[config.mk]
export PLATFORM = sky130hd
export DESIGN_NAME = multi_channel_liveness_monitor
export DESIGN_NICKNAME = d
export VERILOG_FILES = /design/src/rtl/mclm_pkg.sv /design/src/rtl/mclm_cell.sv /design/src/rtl/multi_channel_liveness_monitor.sv
export SDC_FILE = /design/constraint.sdc
export NUM_CORES = 2
export LEC_CHECK = 0
export ABC_AREA = 1
export BUFFER_PORTS_ARGS = -buffer_cell sky130_fd_sc_hd__buf_2
export CAP_MARGIN = 25
export CELL_PAD_IN_SITES_DETAIL_PLACEMENT = 2
export CELL_PAD_IN_SITES_GLOBAL_PLACEMENT = 2
export CORE_ASPECT_RATIO = 1.4
export CORE_MARGIN = 5
export CORE_UTILIZATION = 35
export CTS_BUF_LIST = sky130_fd_sc_hd__clkbuf_4 sky130_fd_sc_hd__clkbuf_8 sky130_fd_sc_hd__clkbuf_16
export DETAILED_ROUTE_END_ITERATION = 12
export PLACE_DENSITY_LB_ADDON = 0.1
export SLEW_MARGIN = 20
export SYNTH_ARGS = -nofsm -noshare
export SYNTH_HDL_FRONTEND = slang
export SYNTH_HIERARCHICAL = 1
export SYNTH_SLANG_ARGS = --single-unit
[constraint.sdc]
create_clock -name aclk -period 5.6 [get_ports aclk]
set_input_delay 1.12 -clock aclk [delete_from_list [all_inputs] [get_ports aclk]]
set_output_delay 1.12 -clock aclk [all_outputs]
set_load 0.005 [all_outputs]
[src/rtl/mclm_pkg.sv]
// Package for the multi-channel liveness monitor.
// Holds the channel count, command and register codes, item types and reset values.
// No dependencies; every other file imports it.
`default_nettype none

package mclm_pkg;

    localparam int CHANNELS = 8;

    localparam int TIME_W  = 32;
    localparam int CHAN_W  = 3;
    localparam int MASK_W  = 8;
    localparam int BYTE_W  = 8;
    localparam int CFG_W   = 64;
    localparam int CFG_IDX_W = 1;

    localparam logic [CFG_W-1:0] LIMITS_RESET   = 64'h3232_3228_2828_2832;
    localparam logic [CFG_W-1:0] HOLDOFFS_RESET = 64'h0;

    localparam logic [CFG_IDX_W-1:0] CFG_OFFLINE_LIMITS  = 1'd0;
    localparam logic [CFG_IDX_W-1:0] CFG_ONLINE_HOLDOFFS = 1'd1;

    typedef enum logic [1:0] {
        CMD_TICK   = 2'd0,
        CMD_HEARD  = 2'd1,
        CMD_ENABLE = 2'd2,
        CMD_SCAN   = 2'd3
    } cmd_t;

    typedef struct packed {
        cmd_t              command;
        logic [CHAN_W-1:0] channel;
        logic              enable_value;
    } in_item_t;

    typedef struct packed {
        logic [MASK_W-1:0] lost_mask;
        logic [TIME_W-1:0] channel_lost_time;
    } out_item_t;

    // Per-cell strobes from the controller.
    typedef struct packed {
        logic heard;
        logic en_we;
        logic en_val;
    } cell_ctrl_t;

endpackage

`default_nettype wire

[src/rtl/mclm_cell.sv]
// One channel cell of the liveness monitor chain.
// Holds the channel's time stamps, lost and enable flags, and passes the scan token on.
// Depends on mclm_pkg.
`default_nettype none

module mclm_cell (
    input  wire                         aclk,
    input  wire                         aresetn,
    input  mclm_pkg::cell_ctrl_t        ctrl,
    input  wire [mclm_pkg::TIME_W-1:0]  now,
    input  wire [mclm_pkg::BYTE_W-1:0]  limit,
    input  wire [mclm_pkg::BYTE_W-1:0]  holdoff,
    input  wire                         tok_in,
    output logic                        tok_out,
    output logic                        lost,
    output logic [mclm_pkg::TIME_W-1:0] loss_time
);
    import mclm_pkg::*;

    logic [TIME_W-1:0] last_heard_reg, last_heard_next;
    logic [TIME_W-1:0] online_since_reg, online_since_next;
    logic [TIME_W-1:0] loss_time_reg, loss_time_next;
    logic              lost_reg, lost_next;
    logic              enable_reg, enable_next;
    logic              tok_reg;
    logic [TIME_W-1:0] since_online;
    logic [TIME_W-1:0] silence;

    assign since_online = now - online_since_reg;
    assign silence      = now - last_heard_reg;

    always_comb begin
        last_heard_next   = last_heard_reg;
        online_since_next = online_since_reg;
        loss_time_next    = loss_time_reg;
        lost_next         = lost_reg;
        enable_next       = enable_reg;
        if (ctrl.heard) begin
            last_heard_next = now;
            if (lost_reg) begin
                lost_next         = 1'b0;
                online_since_next = now;
            end
        end
        if (ctrl.en_we) begin
            enable_next = ctrl.en_val;
        end
        // The token reaches this cell once per scan; a disabled channel lets it pass untouched.
        if (tok_in && enable_reg) begin
            priority if (since_online < {{(TIME_W-BYTE_W){1'b0}}, holdoff}) begin
                lost_next = 1'b0;
            end else if (silence > {{(TIME_W-BYTE_W){1'b0}}, limit}) begin
                if (!lost_reg) begin
                    lost_next      = 1'b1;
                    loss_time_next = now;
                end
            end else begin
                lost_next = 1'b0;
            end
        end
    end

    always_ff @(posedge aclk) begin
        if (!aresetn) begin
            last_heard_reg   <= '0;
            online_since_reg <= '0;
            loss_time_reg    <= '0;
            lost_reg         <= 1'b1;
            enable_reg       <= 1'b1;
            tok_reg          <= 1'b0;
        end else begin
            last_heard_reg   <= last_heard_next;
            online_since_reg <= online_since_next;
            loss_time_reg    <= loss_time_next;
            lost_reg         <= lost_next;
            enable_reg       <= enable_next;
            tok_reg          <= tok_in;
        end
    end

    assign tok_out   = tok_reg;
    assign lost      = lost_reg;
    assign loss_time = loss_time_reg;

endmodule

`default_nettype wire

[src/rtl/multi_channel_liveness_monitor.sv]
// Top level of the multi-channel liveness monitor: controller, tick counter,
// configuration registers, output register and the chain of channel cells.
// Depends on mclm_pkg and mclm_cell.
`default_nettype none

// Tick, heard and set-enable items first update the cells and then load the
// result register. A scan item sends a token along the row of channel cells,
// each cell checking its own channel in the cycle that it holds the token, and
// loads the result register once the token has left the last cell. A new item
// is taken while the previous result still waits in the output register; the
// next result is held back until that one has been collected. Configuration
// writes are always accepted and should only be issued while the block is idle.
module multi_channel_liveness_monitor (
    input  wire                               aclk,
    input  wire                               aresetn,
    input  wire                               s_valid,
    output logic                              s_ready,
    input  mclm_pkg::in_item_t                s_data,
    output logic                              m_valid,
    input  wire                               m_ready,
    output mclm_pkg::out_item_t               m_data,
    input  wire                               cfg_valid,
    output logic                              cfg_ready,
    input  wire [mclm_pkg::CFG_IDX_W-1:0]     cfg_index,
    input  wire [mclm_pkg::CFG_W-1:0]         cfg_data
);
    import mclm_pkg::*;

    typedef enum logic [1:0] {
        ST_IDLE,
        ST_SCAN,
        ST_RESULT
    } state_t;

    state_t            state_reg, state_next;
    logic [TIME_W-1:0] now_reg, now_next;
    logic [CFG_W-1:0]  limits_reg, limits_next;
    logic [CFG_W-1:0]  holdoffs_reg, holdoffs_next;
    logic [CHAN_W-1:0] chan_reg, chan_next;
    logic              m_valid_reg, m_valid_next;
    out_item_t         m_data_reg, m_data_next;

    logic              accept;
    logic [CHANNELS:0] tok;
    logic [CHANNELS-1:0] lost_vec;
    logic [TIME_W-1:0] loss_vec [CHANNELS];
    cell_ctrl_t        ctrl_vec [CHANNELS];
    logic [MASK_W-1:0] mask_now;
    logic [TIME_W-1:0] sel_loss;

    assign s_ready   = (state_reg == ST_IDLE);
    assign accept    = s_valid && s_ready;
    assign cfg_ready = 1'b1;
    assign tok[0]    = accept && (s_data.command == CMD_SCAN);

    genvar gi;
    generate
        for (gi = 0; gi < CHANNELS; gi++) begin : g_cell
            always_comb begin
                ctrl_vec[gi].heard  = accept && (s_data.command == CMD_HEARD)
                                      && (s_data.channel == CHAN_W'(gi));
                ctrl_vec[gi].en_we  = accept && (s_data.command == CMD_ENABLE)
                                      && (s_data.channel == CHAN_W'(gi));
                ctrl_vec[gi].en_val = s_data.enable_value;
            end

            mclm_cell u_cell (
                .aclk      (aclk),
                .aresetn   (aresetn),
                .ctrl      (ctrl_vec[gi]),
                .now       (now_reg),
                .limit     (limits_reg[BYTE_W*gi +: BYTE_W]),
                .holdoff   (holdoffs_reg[BYTE_W*gi +: BYTE_W]),
                .tok_in    (tok[gi]),
                .tok_out   (tok[gi+1]),
                .lost      (lost_vec[gi]),
                .loss_time (loss_vec[gi])
            );
        end
    endgenerate

    // Builds the lost mask from every cell and picks the named channel's loss time (zero if no cell matches).
    always_comb begin
        mask_now = '0;
        sel_loss = '0;
        for (int i = 0; i < CHANNELS; i++) begin
            mask_now[i] = lost_vec[i];
            if (chan_reg == CHAN_W'(i)) begin
                sel_loss = loss_vec[i];
            end
        end
    end

    always_comb begin
        state_next    = state_reg;
        now_next      = now_reg;
        limits_next   = limits_reg;
        holdoffs_next = holdoffs_reg;
        chan_next     = chan_reg;
        m_valid_next  = m_valid_reg;
        m_data_next   = m_data_reg;

        if (m_valid_reg && m_ready) begin
            m_valid_next = 1'b0;
        end

        if (cfg_valid) begin
            unique case (cfg_index)
                CFG_OFFLINE_LIMITS:  limits_next   = cfg_data;
                CFG_ONLINE_HOLDOFFS: holdoffs_next = cfg_data;
                default:             limits_next   = limits_reg;
            endcase
        end

        unique case (state_reg)
            ST_IDLE: begin
                if (accept) begin
                    chan_next = s_data.channel;
                    if (s_data.command == CMD_TICK) begin
                        now_next = now_reg + TIME_W'(1);
                    end
                    state_next = (s_data.command == CMD_SCAN) ? ST_SCAN : ST_RESULT;
                end
            end
            ST_SCAN: begin
                if (tok[CHANNELS]) begin
                    state_next = ST_RESULT;
                end
            end
            ST_RESULT: begin
                if (!m_valid_reg || m_ready) begin
                    m_valid_next                  = 1'b1;
                    m_data_next.lost_mask         = mask_now;
                    m_data_next.channel_lost_time = sel_loss;
                    state_next                    = ST_IDLE;
                end
            end
            default: state_next = ST_IDLE;
        endcase
    end

    always_ff @(posedge aclk) begin
        if (!aresetn) begin
            state_reg    <= ST_IDLE;
            now_reg      <= '0;
            limits_reg   <= LIMITS_RESET;
            holdoffs_reg <= HOLDOFFS_RESET;
            m_valid_reg  <= 1'b0;
        end else begin
            state_reg    <= state_next;
            now_reg      <= now_next;
            limits_reg   <= limits_next;
            holdoffs_reg <= holdoffs_next;
            m_valid_reg  <= m_valid_next;
        end
        chan_reg   <= chan_next;
        m_data_reg <= m_data_next;
    end

    assign m_valid = m_valid_reg;
    assign m_data  = m_data_reg;

endmodule

`default_nettype wire

==> impl_metrics.ini <==
[setup_path]
worstPathArrival_ns = 5.80
path_max_fanout = 33
crit_type = reg -> reg
required_ns = 6.28
rrSetupSlack_ns = 0.48
r2r_end = g_cell[0].u_cell/loss_time[20]
cp_num_buf_inv = 3
path_common_cell = nand2_1
start_kind = register
worstPathCellList = buf_4 > inv_1 > ha_1 > fa_1 > inv_1 > nand2_1 > nand2_1 > xor2_1 > ha_1 > nand2_1 > nor2_1 > nand2_1 > nand2_1 > nand2_1 > nand2_1 > nor2_1 > nand3_1 > nor2_1 > nand2_1 > nor2_2 > a21oi_4 > nand3_1 > nand2_1 > nor2_1
cp_top_family = simple AND/OR/NAND/NOR gates
end_kind = register
slowest_stage = dfxtp_1
reg2reg_from = now_reg[0]
r2r_cells = 24
max_stage_delay_ns = 0.99

[synth]
ys_types = 53
avgSynthCellArea_um2 = 5.94
yosys.cell_count.top_type = nand2_1
synth.top_cell.area_share = 0.226
seq_area_frac_synth = 0.242
synth_ff_type = dfxtp_1
synth_top_area_cell = dfxtp_1
synth_area_leaders = dfxtp_1 (23%), nand2_1 (19%), inv_1 (11%)
synth_enable_flop_cells = 43
synth_async_sr_flop_share = 0
synth_commonest_cells = nand2_1 (4377), inv_1 (2576), nor2_1 (1372)
ys_warn_count = 6
ys_ff_latch = 998
syn_nets = 14935
synth.cell_area_um2 = 84500
syn_inst = 14226

[floorplanning]
die-area_um2 = 251000
rows = 213
ioPinCount = 119
initial_core_util = 0.351
die_w_um = 425
core_area_um2 = 240000
die_h_um = 591

[sta]
slew_headroom = 0.299
max_freq_mhz = 195
fin_worst_skew_ns = 0.0345
finalHoldViolations = 0
min_period_over_period = 0.914
report.final.slew_viol_count = 0
setup_viol_count_final = 0
fin_tns_setup_ns = 0
grt_setup_unrepaired = false
tightest_slew_ns = 1.05
min_period_ns = 5.12

[route]
drc = 0
drtPass1Iterations = 5
routed_wl_um = 396000
drt_iter0_markers = 3465
wire_per_inst_um = 22.4
num_vias = 92262
viasPerCell = 5.22
ant_nets = 0

[grt]
grt_pass1_wl_um = 599000
grt_use_met2 = 0.584
top_usage_layer = met2
antenna_found_initial = 42
grt_max_degree = 133
grt_pass1_vias = 101806
groute.usage.overall = 0.306
use_met3 = 0.0280
overflow = 0
met1_usage = 0.343

[cells_and_area]
nets = 15029
drive_gt1_frac = 0.0969
fin_area_um2 = 93600
n_fill_cell = 30685
syn2layout_area_growth_pct = 10.9
final_cells = 17665

[worst_hold_path]
whs_path_depth = 2
hold_end = g_cell[3].u_cell/online_since_reg[15]
hp-start = g_cell[3].u_cell/online_since_reg[15]
hp-class = reg -> reg

[cts]
hold_buffers = 0
cts_tree = done
htreeDepth = 3
clk_pin_slew_ns = 0.06
root_buffer = clkbuf_16
cts_resized = 0
post_cts_buffers = 0
worstSkewPairLatency_ns = 0.79
cts_buffer_depth = 3
cts_sinks = 998
cts_buffers = 118

[placed_design]
dp_cells = 17421
hpwl_um = 308000
gp_congestion = 0.919
post_dp_cell_area_um2 = 89200
numPortBuffers = 117

[run_status]
status = complete, no violations

[run]
drv_cap = 0

[power]
leakagePower_uw = 0.0491
peakVddDrop_uv = 269
power_density_nw_per_um2 = 215
[worst register-to-register path, cell delays in order (launching register included)]
cell	delay [ns]
dfxtp_1	0.99
buf_4	0.35
inv_1	0.18
ha_1	0.28
fa_1	0.42
inv_1	0.10
nand2_1	0.06
nand2_1	0.18
xor2_1	0.12
ha_1	0.28
nand2_1	0.06
nor2_1	0.15
nand2_1	0.08
nand2_1	0.07
nand2_1	0.08
nand2_1	0.08
nor2_1	0.04
nand3_1	0.07
nor2_1	0.05
nand2_1	0.08
nor2_2	0.06
a21oi_4	0.82
nand3_1	0.24
nand2_1	0.14
nor2_1	0.05
[placed cells by master (no fill, tap or decap), types with 39 or more instances in the layout]
cell type and instances:
nor2_2 342, nand3b_1 83, nor3_1 74, o21bai_1 39
buf_2 116, inv_2 89, edfxtp_1 43, clkbuf_16 119
nand4_1 159, a21oi_1 947, dfxtp_1 924, inv_1 2576
buf_4 142, nor2_1 1371, o21ai_0 671, nand3_1 829
nand2_2 154, nand3_2 100, ha_1 617, xor2_1 109
and2_1 43, nand2_1 4369
[through the flow]
stage                      util  hold WS [ns]  power [µW]  setup WS (ns)
final                     0.390         0.458       20100          0.480
after detailed placement  0.371         0.450       11600          0.472
after floorplan               -         0.407       10300           1.20
after global routing      0.389         0.480       21000          0.257
after CTS                 0.389         0.461       20300          0.447
after global placement    0.371         0.442       11400          0.358
[report_power, final]
group / switching, µW / internal (µW)
logic: 2830 / 1280
clock network: 3600 / 5020
registers: 89.9 / 7270
total: 6520 / 13600
[worst max-delay path by stage]
stage / start / endpoint / cells past startpoint
after CTS: now_reg[0] / g_cell[3].u_cell/loss_time[1] / 25
final: now_reg[0] / g_cell[0].u_cell/loss_time[20] / 24
after floorplan: m_ready / m_data[0] / 2
after global routing: now_reg[0] / g_cell[0].u_cell/loss_time[20] / 24
after global placement: now_reg[0] / g_cell[2].u_cell/loss_time[12] / 18
after detailed placement: now_reg[0] / g_cell[3].u_cell/loss_time[5] / 25
[cell type report]
class	count	area [µm²]	share of cell area
inverter	2676	10000	0.107
tap	3225	4040	0.0431
sequential	998	20500	0.219
clock buffer	169	3470	0.0370
clock inverter	55	777	0.00830
timing repair buffer	304	2610	0.0278
multi-input combinational	10222	52100	0.557
antenna	16	40.0	0.000428
[routing by layer]
layer | wire length [µm] | share of wire
met5 | 22 | 0.000056
met4 | 19800 | 0.050
met3 | 11300 | 0.029
met2 | 204000 | 0.52
met1 | 161000 | 0.41
[kinds of logic (layout without fill, tap and decap cells)]
kind of cell,Yosys count,after routing,share of synthesized area
AOI/OAI and AO/OA,1783,1783,0.111
other,1,17,0.0000444
and+or+nand+nor,7668,7668,0.395
DFF,998,998,0.242
adders and majority gates,633,633,0.0952
xor gates and xnor gates,137,137,0.0142
buffers and inverters,3006,3204,0.142
No activity file was read; power rests on OpenSTA's default activity.
